File: config.mk
export PLATFORM = sky130hd
export DESIGN_NAME = mvt_sat
export DESIGN_NICKNAME = d
export VERILOG_FILES = /design/src/hdl/mvt_pkg.sv /design/src/hdl/mvt_sat.sv
export SDC_FILE = /design/constraint.sdc
export NUM_CORES = 1
export LEC_CHECK = 0
export ABC_AREA = 0
export BUFFER_PORTS_ARGS = -buffer_cell sky130_fd_sc_hd__buf_2
export CAP_MARGIN = 20
export CELL_PAD_IN_SITES_DETAIL_PLACEMENT = 0
export CELL_PAD_IN_SITES_GLOBAL_PLACEMENT = 1
export CORE_AREA = 2 2 206 208
export CTS_BUF_LIST = sky130_fd_sc_hd__clkbuf_2 sky130_fd_sc_hd__clkbuf_4 sky130_fd_sc_hd__clkbuf_8
export CTS_CLUSTER_SIZE = 10
export DETAILED_ROUTE_END_ITERATION = 6
export DIE_AREA = 0 0 208 210
export PLACE_DENSITY_LB_ADDON = 0.1
export SETUP_SLACK_MARGIN = 0.15
export SYNTH_ARGS = -nofsm -noshare
export SYNTH_HDL_FRONTEND = slang
export SYNTH_SLANG_ARGS = --single-unit
File: constraint.sdc
create_clock -name clk -period 4.4 [get_ports clk]
set_clock_uncertainty 0.05 [all_clocks]
set_input_delay 0.88 -clock clk [delete_from_list [all_inputs] [get_ports clk]]
set_output_delay 0.88 -clock clk [all_outputs]
set_load 0.005 [all_outputs]
File: src/hdl/mvt_pkg.sv
`timescale 1ns / 1ps

package mvt_pkg;

    localparam int FRAC_BITS = 16;
    localparam int DATA_W    = 32;
    localparam int NUM_ELEM  = 4;
    localparam int PROD_W    = 2 * DATA_W;
    localparam int ACC_W     = PROD_W + $clog2(NUM_ELEM);
    localparam int NUM_REGS  = 2 * NUM_ELEM / 2 * 2;
    localparam int CFG_IDX_W = $clog2(NUM_REGS);
    localparam int CFG_W     = 2 * DATA_W;

    localparam logic OP_MAT_COL = 1'b0;
    localparam logic OP_ROW_MAT = 1'b1;

    localparam logic [DATA_W-1:0] SAT_MAX = {1'b0, {(DATA_W-1){1'b1}}};
    localparam logic [DATA_W-1:0] SAT_MIN = {1'b1, {(DATA_W-1){1'b0}}};

    typedef logic [NUM_REGS-1:0][CFG_W-1:0]    mat_t;
    typedef logic [NUM_ELEM-1:0][DATA_W-1:0]   vec_t;
    typedef logic [NUM_ELEM-1:0][PROD_W-1:0]   prod_t;
    typedef logic [NUM_ELEM-1:0][ACC_W-1:0]    acc_t;

    localparam logic [CFG_W-1:0] Q_ONE    = CFG_W'(1) << FRAC_BITS;
    localparam logic [CFG_W-1:0] Q_ONE_HI = Q_ONE << DATA_W;
    localparam mat_t MAT_RESET = {Q_ONE_HI, CFG_W'(0), Q_ONE, CFG_W'(0),
                                  CFG_W'(0), Q_ONE_HI, CFG_W'(0), Q_ONE};

    typedef struct packed {
        logic               opcode;
        logic signed [31:0] in_x;
        logic signed [31:0] in_y;
        logic signed [31:0] in_z;
        logic signed [31:0] in_w;
    } in_t;

    typedef struct packed {
        logic signed [31:0] out_x;
        logic signed [31:0] out_y;
        logic signed [31:0] out_z;
        logic signed [31:0] out_w;
        logic               overflow;
    } out_t;

    // token handed from cell to cell: remaining vector elements, running sums
    typedef struct packed {
        logic op;
        vec_t vec;
        acc_t acc;
    } tok_t;

endpackage

File: src/hdl/mvt_sat.sv
`timescale 1ns / 1ps

module mvt_sat (
    input  logic          clk,
    input  logic          rst_n,
    input  logic          prev_valid,
    output logic          prev_ready,
    input  mvt_pkg::tok_t prev_tok,
    output logic          res_valid,
    input  logic          res_ready,
    output mvt_pkg::out_t res_data
);

    localparam int HI_W = mvt_pkg::ACC_W - mvt_pkg::FRAC_BITS - mvt_pkg::DATA_W + 1;

    logic                out_vld_reg;
    logic                out_en;
    mvt_pkg::out_t       out_reg;
    mvt_pkg::out_t       out_next;
    mvt_pkg::vec_t       elem;
    logic [mvt_pkg::NUM_ELEM-1:0] clip;
    logic [HI_W-1:0]     hi;

    assign out_en     = !out_vld_reg || res_ready;
    assign prev_ready = out_en;
    assign res_valid  = out_vld_reg;
    assign res_data   = out_reg;

    // floor shift by the fraction width is a bit slice; clip when the
    // upper bits are not all copies of the sign
    always_comb
    begin
        for (int i = 0; i < mvt_pkg::NUM_ELEM; i++)
        begin
            hi = prev_tok.acc[i][mvt_pkg::ACC_W-1 -: HI_W];
            clip[i] = !((&hi) || !(|hi));
            if (!clip[i])
            begin
                elem[i] = prev_tok.acc[i][mvt_pkg::FRAC_BITS +: mvt_pkg::DATA_W];
            end
            else if (prev_tok.acc[i][mvt_pkg::ACC_W-1])
            begin
                elem[i] = mvt_pkg::SAT_MIN;
            end
            else
            begin
                elem[i] = mvt_pkg::SAT_MAX;
            end
        end
        out_next.out_x    = elem[0];
        out_next.out_y    = elem[1];
        out_next.out_z    = elem[2];
        out_next.out_w    = elem[3];
        out_next.overflow = |clip;
    end

    always_ff @(posedge clk or negedge rst_n)
    begin
        if (!rst_n)
        begin
            out_vld_reg <= 1'b0;
        end
        else if (out_en)
        begin
            out_vld_reg <= prev_valid;
        end
    end

    always_ff @(posedge clk)
    begin
        if (out_en && prev_valid)
        begin
            out_reg <= out_next;
        end
    end

    a_ovf_value: assert property (@(posedge clk) disable iff (!rst_n)
        out_vld_reg && out_reg.overflow |->
            out_reg.out_x == mvt_pkg::SAT_MAX || out_reg.out_x == mvt_pkg::SAT_MIN ||
            out_reg.out_y == mvt_pkg::SAT_MAX || out_reg.out_y == mvt_pkg::SAT_MIN ||
            out_reg.out_z == mvt_pkg::SAT_MAX || out_reg.out_z == mvt_pkg::SAT_MIN ||
            out_reg.out_w == mvt_pkg::SAT_MAX || out_reg.out_w == mvt_pkg::SAT_MIN)
        else $error("overflow flagged without a clipped element");

    a_free_ready: assert property (@(posedge clk) disable iff (!rst_n)
        !out_vld_reg |-> prev_ready)
        else $error("empty output register blocked the chain");

endmodule
==> flow_summary_export.csv, run 1 <==
group,metric,value,unit
yosys,synth_edf_count,129,
cts,ctsLongestPathBuffers,2,
global_routing,wire_length_of_the_first_global_routing_pass,30100,microns
power,power.static_leakage,3.65,nW
cells_and_area,drive_above_1_share,0.679,
cells_and_area,final_area,8210,sq um
cells_and_area,areaGrowthSynthToFinish,45.3,%
yosys,ys_warns,0,
sta,grt_setup_unrepaired,"no",
cts,cts_hold_buf,0,
cts,cts.sink_count,130,
critical_path,regToRegStartpoint,"res_valid$_DFFE_PN0N_",
global_routing,met1_usage,0.113,
cts,tritoncts_buffers,17,
cells_and_area,post-route-util,0.198,
critical_path,critical_path_peak_fanout,32,
yosys,synth.area.top_cells,"edfxtp_1 (69%), a21o_2 (13%), a21o_1 (5.2%)",
power,switching_share,0.253,
critical_path,critPathKind,"in2reg",
placed_design,gpl.final_weighted_congestion,0.748,
floorplan,rows,75,
job,timing.max_cap.violations,0,
placed_design,place.port_buffers,334,
critical_path,arrival,2.66,ns
yosys,yosysUniqueCellTypes,19,
floorplan,core_area,41500,sq um
power,total_switching_power,709,uW
yosys,synth_sequential_area_ratio,0.690,
yosys,synth_commonest_cells,"edfxtp_1 (129), a21o_2 (85), a21o_1 (39)",
cells_and_area,layout.nets,1074,
drt,vias_per_cell,3.55,
cts,worstSkewPairLatency,0.46,ns
cts,number_of_setup_buffers_added_after_cts,0,
floorplan,starting_density_of_the_core,0.136,
global_routing,globalRoute.totalOverflow,0,
yosys,synthDominantCellAreaShare,0.685,
yosys,synth_area_per_cell,16.3,sq um
critical_path,crit_path_start_kind,"input port",
run_status,outcome,"complete, no violations",
global_routing,grt_max_degree,61,
yosys,synth_top_area_cell,"edfxtp_1",
hold_path,min-delay-path-class,"in2async",
sta,totalNegativeSetupSlack,0,ns
cts,cts_tree,"done",
floorplan,die_h,210,microns
drt,drt_iter0_markers,163,
power,power-per-cell-area,342,nW/um^2
cts,clock_transition_at_the_registers_of_the_reported_paths,0.08,ns
floorplan,floorplan.io_pins,528,
placed_design,dpl-instance-area,7840,sq um
yosys,synth.ff_latch_count,130,
yosys,synth.cell_area,5650,sq um
cts,cts.htree.levels,4,
sta,fmax,395,MHz
global_routing,gr_peak_layer,"met2",
floorplan,chipWidth,208,microns
drt,route.vias.total,4362,
global_routing,global_route_met2_utilization,0.133,
drt,drt-total-wl,20400,microns
sta,report.final.hold_viol_count,0,
sta,timing.final.setup_violations,0,
sta,min_period,2.53,ns
critical_path,reg2reg_setup_slack,2.40,ns
placed_design,post-dp-hpwl,15100,microns
critical_path,cp-startpoint,"prev_tok[252]",
power,power.clock.fraction,0.368,
power,vdd.ir_drop.worst,0.182,mV
yosys,synthesis.instances,346,
yosys,synth_flop_cell,"edfxtp_1",
global_routing,first_global_vias,4797,
critical_path,cp-endpoint,"res_data[0]$_DFFE_PP_",
floorplan,die_area,43700,sq um
drt,postRouteAntennaNets,0,
cts,quantity_of_gates_resized_following_cts,0,
yosys,syn_nets,743,
power,power_frac_seq,0.520,
drt,drt_first_pass_iters,4,
power,combPwrFrac,0.112,
drt,drc_errors_left,0,
global_routing,grt_use_total,0.0931,
yosys,ys_async_sr_fraction,0.00769,
critical_path,required,4.52,ns
sta,timing_max_transition_violations_final,0,
sta,final_min_period_over_clock_period,0.576,
critical_path,endpoint_kind,"flop",
critical_path,timing.rr.end,"res_data[9]$_DFFE_PP_",
sta,maxSlewHeadroom,0.492,
global_routing,grt_util_met3,0.0571,
critical_path,worst_r2r_path_depth,3,
drt,drt-wirelength-per-cell,16.6,microns
yosys,synth.most_common_cell,"edfxtp_1",
global_routing,antenna_found_initial,6,
sta,worstMarginPinSlew,0.762,ns
power,cellInternalPower,2.10,mW
cts,clock_tree.root_cell,"clkbuf_8",
==> per-stage QoR <==
| stage | setup WS [ns] | hold slack, ns | std cells | power (mW) |
|---|---|---|---|---|
| after floorplan | 1.27 | 0.487 | 346 | 1.60 |
| after global placement | 1.39 | 0.458 | 1197 | 1.81 |
| after detailed placement | 1.32 | 0.468 | 1197 | 1.81 |
| after CTS | 1.88 | 0.0658 | 1228 | 2.88 |
| after global routing | 1.67 | 0.0667 | 1228 | 2.97 |
| final | 1.87 | 0.127 | 1229 | 2.80 |
==> how the worst min path moves through the flow <==
stage / cells after the start / startpoint / to
floorplan: 2 / res_valid$_DFFE_PN0N_ / res_valid$_DFFE_PN0N_
global placement: 2 / res_valid$_DFFE_PN0N_ / res_valid$_DFFE_PN0N_
detailed placement: 2 / res_valid$_DFFE_PN0N_ / res_valid$_DFFE_PN0N_
CTS: 1 / rst_n / res_valid$_DFFE_PN0N_
global route: 1 / rst_n / res_valid$_DFFE_PN0N_
finish: 1 / rst_n / res_valid$_DFFE_PN0N_
==> worst max-delay path, cell delays in order <==
cell,delay [ns]
buf_2,0.11
nor4_1,0.35
nand4_1,0.17
nor4_2,0.31
a31o_2,0.64
nand4_1,0.17
==> power groups by stage <==
| stage | Sequential (mW) | Clock, mW | Combinational, mW |
|---|---|---|---|
| 6_report | 1.46 | 1.03 | 0.314 |
| 5_1_grt | 1.47 | 1.15 | 0.351 |
| 3_5_place_dp | 1.49 | 0 | 0.324 |
| 3_3_place_gp | 1.49 | 0 | 0.321 |
| 2_1_floorplan | 1.50 | 0 | 0.104 |
| 4_1_cts | 1.46 | 1.10 | 0.325 |
==> layer usage <==
| metal | wire, microns | vias up |
|---|---|---|
| met2 | 8700 | 210 |
| met3 | 2500 | 25 |
| met5 | 34 | - |
| met4 | 382 | 6 |
| met1 | 8760 | 2069 |
| li1 | - | 2052 |
==> final cells by class <==
| type | count | area [sq um] |
|---|---|---|
| clock inverters | 14 | 139 |
| diodes | 1 | 2.50 |
| clock buffers | 17 | 234 |
| well taps | 539 | 674 |
| repair buffers | 340 | 1730 |
| multi-input cells | 188 | 1540 |
| fillers | 4571 | 33300 |
| flip-flops and latches | 130 | 3900 |
==> cell usage in the layout (no fill, tap or decap), drive strengths merged <==
| master | Yosys | layout |
|---|---|---|
| bufinv | 0 | 2 |
| a31o | 4 | 4 |
| nand4 | 21 | 21 |
| inv | 0 | 2 |
| nand2b | 2 | 2 |
| a311oi | 4 | 4 |
| clkinv | 0 | 8 |
| clkinvlp | 0 | 2 |
| and2 | 1 | 1 |
| a21o | 124 | 124 |
| nor2 | 8 | 8 |
| and3 | 4 | 4 |
| diode | 0 | 1 |
| edfxtp | 129 | 129 |
| nor4 | 20 | 20 |
| buf | 24 | 340 |
| clkbuf | 1 | 17 |
| dfrtp | 1 | 1 |
==> flip-flops by register name, summed over array words and instances, names as in the netlist <==
name       cells
res_valid      1
res_data     129
==> cell families (layout without fill, tap and decap cells) <==
group                  count (synthesis)  count (layout)  share of synthesized area
flip-flops                           130             130                      0.690
other                                  0               1                          0
buffers and inverters                 28             371                     0.0485
AND/OR/NAND/NOR                       56              56                     0.0628
AO/OA/AOI/OAI                        132             132                      0.199
No activity file was read; power rests on OpenSTA's default activity.
==> inputs of run 2 (changes only) <==
- clock period: 4.4 -> 2.65 ns (I/O delays scaled with it)
==> flow_summary_export.csv, run 2 (synthesis gave the netlist of run 1 again) <==
group,metric,value,unit
run_status,outcome,"complete, no violations",
floorplan,starting_density_of_the_core,0.136,
global_routing,first_global_vias,4745,
cells_and_area,largest_register_ff_count,129,
sta,timing_max_transition_violations_final,0,
critical_path,critical_path.n_buffers_inverters,2,
floorplan,die_area,43700,sq um
cts,tritoncts_buffers,17,
sta,maxSlewHeadroom,0.439,
drt,postRouteAntennaNets,0,
cells_and_area,layout.nets,1082,
power,vdd.ir_drop.worst,0.276,mV
sta,final_min_period_over_clock_period,0.720,
cts,cts.htree.levels,4,
power,power-per-cell-area,588,nW/um^2
global_routing,globalRoute.totalOverflow,0,
placed_design,dp_worst_setup_slack,0.248,ns
critical_path,cp_slowest_cell,"nor4_2",
critical_path,required,2.81,ns
critical_path,arrival,2.06,ns
critical_path,endpoint_kind,"flop",
sta,min_period,1.91,ns
drt,drt_first_pass_iters,4,
critical_path,critical-path-top-delay-family,"simple AND/OR/NAND/NOR gates",
global_routing,grt_max_degree,45,
floorplan,die_h,210,microns
sta,fmax,524,MHz
placed_design,post-dp-hpwl,15200,microns
critical_path,critical_path_peak_fanout,17,
global_routing,wire_length_of_the_first_global_routing_pass,29500,microns
placed_design,gpl.final_weighted_congestion,0.742,
cts,worstSkewPairLatency,0.46,ns
drt,vias_per_cell,3.56,
placed_design,place.port_buffers,334,
sta,setup_ws,0.742,ns
critical_path,crit_path_start_kind,"input port",
critical_path,timing.critical_path.cells,"buf_2 > nor4_1 > nand4_1 > nor4_2 > a311oi_4 > buf_4 > a21o_2",
drt,drt_iter0_markers,185,
global_routing,antenna_found_initial,6,
sta,worstMarginPinSlew,0.842,ns
power,power.static_leakage,3.74,nW
cts,clock_transition_at_the_registers_of_the_reported_paths,0.09,ns
drt,drc_errors_left,0,
placed_design,post-place-cells,1204,
cells_and_area,final_common_cell,"buf_2",
floorplan,floorplan.io_pins,528,
floorplan,core_area,41500,sq um
cts,clock_tree.root_cell,"clkbuf_8",
placed_design,dpl-instance-area,7940,sq um
cts,number_of_setup_buffers_added_after_cts,0,
critical_path,reg2reg_setup_slack,0.96,ns
critical_path,critPathKind,"in2reg",
critical_path,slowest_delay,0.30,ns
floorplan,rows,75,
power,fin_total_pwr,4.95,mW
drt,route.vias.total,4420,
drt,drt-total-wl,20000,microns
cells_and_area,areaGrowthSynthToFinish,48.9,%
cells_and_area,stdcell_count,1240,
global_routing,grt_use_total,0.0909,
drt,drt-wirelength-per-cell,16.1,microns
sta,timing.final.setup_violations,0,
hold_path,min-delay-path-class,"in2reg",
cts,ctsLongestPathBuffers,2,
job,timing.max_cap.violations,0,
sta,totalNegativeSetupSlack,0,ns
cts,cts_tree,"done",
cells_and_area,layout_common_cells,"buf_2 (334), edfxtp_1 (129), a21o_2 (85)",
sta,grt_setup_unrepaired,"no",
cells_and_area,drive_above_1_share,0.683,
cells_and_area,final_area,8420,sq um
cts,cts.sink_count,130,
sta,report.final.hold_viol_count,0,
floorplan,chipWidth,208,microns
[run 2: per-stage QoR]
step | hold WS, ns | utilization
after detailed placement | 0.259 | 0.191
after global routing | 0.175 | 0.203
after global placement | 0.255 | 0.191
after CTS | 0.145 | 0.203
final | 0.222 | 0.203
after floorplan | 0.184 | -
[run 2: per-layer routing]
layer,track usage,vias up,part of all wire
met2,0.133,215,0.44
met5,0,-,0.0015
met4,0.0276,6,0.013
li1,-,2070,-
met3,0.0617,16,0.13
met1,0.107,2113,0.42
[run 2: final cells by class]
| cell class | count | area [sq um] |
|---|---|---|
| timing repair buffer | 348 | 1840 |
| clock buffer | 19 | 249 |
| clock inverter | 13 | 210 |
| sequential | 130 | 3900 |
| antenna | 3 | 7.51 |
| tap | 539 | 674 |
| multi-input combinational | 188 | 1540 |
| fill | 4562 | 33100 |
[run 2: power by group]
part	internal, mW	total, mW	switching (mW)
Combinational	0.267	0.531	0.264
Sequential	2.39	2.42	0.0258
Clock	1.14	2.00	0.860
Total	3.80	4.95	1.15
[run 2: worst reg2reg max path: cells and delay by family (launching register included)]
kind                   cells  cell delay [ns]
buffers and inverters      1             0.33
DFF                        1             0.39
and+or+nand+nor            2             0.58
[run 2: worst paths after layout]
| path | start | to | depth (start not counted) |
|---|---|---|---|
| max | prev_tok[50] | res_data[109]$_DFFE_PP_ | 7 |
| min | prev_valid | res_valid$_DFFE_PN0N_ | 2 |
| max reg2reg | res_valid$_DFFE_PN0N_ | res_data[59]$_DFFE_PP_ | 3 |
| min reg2reg | res_valid$_DFFE_PN0N_ | res_valid$_DFFE_PN0N_ | 2 |
| max in group asynchronous | rst_n | res_valid$_DFFE_PN0N_ | 2 |
| min in group asynchronous | rst_n | res_valid$_DFFE_PN0N_ | 2 |
[run 2: what timing repair did]
item / CTS / global route
hold buffers: 1 / 0
hold endpoints to repair: 1 / 0
resized for setup: 0 / 0
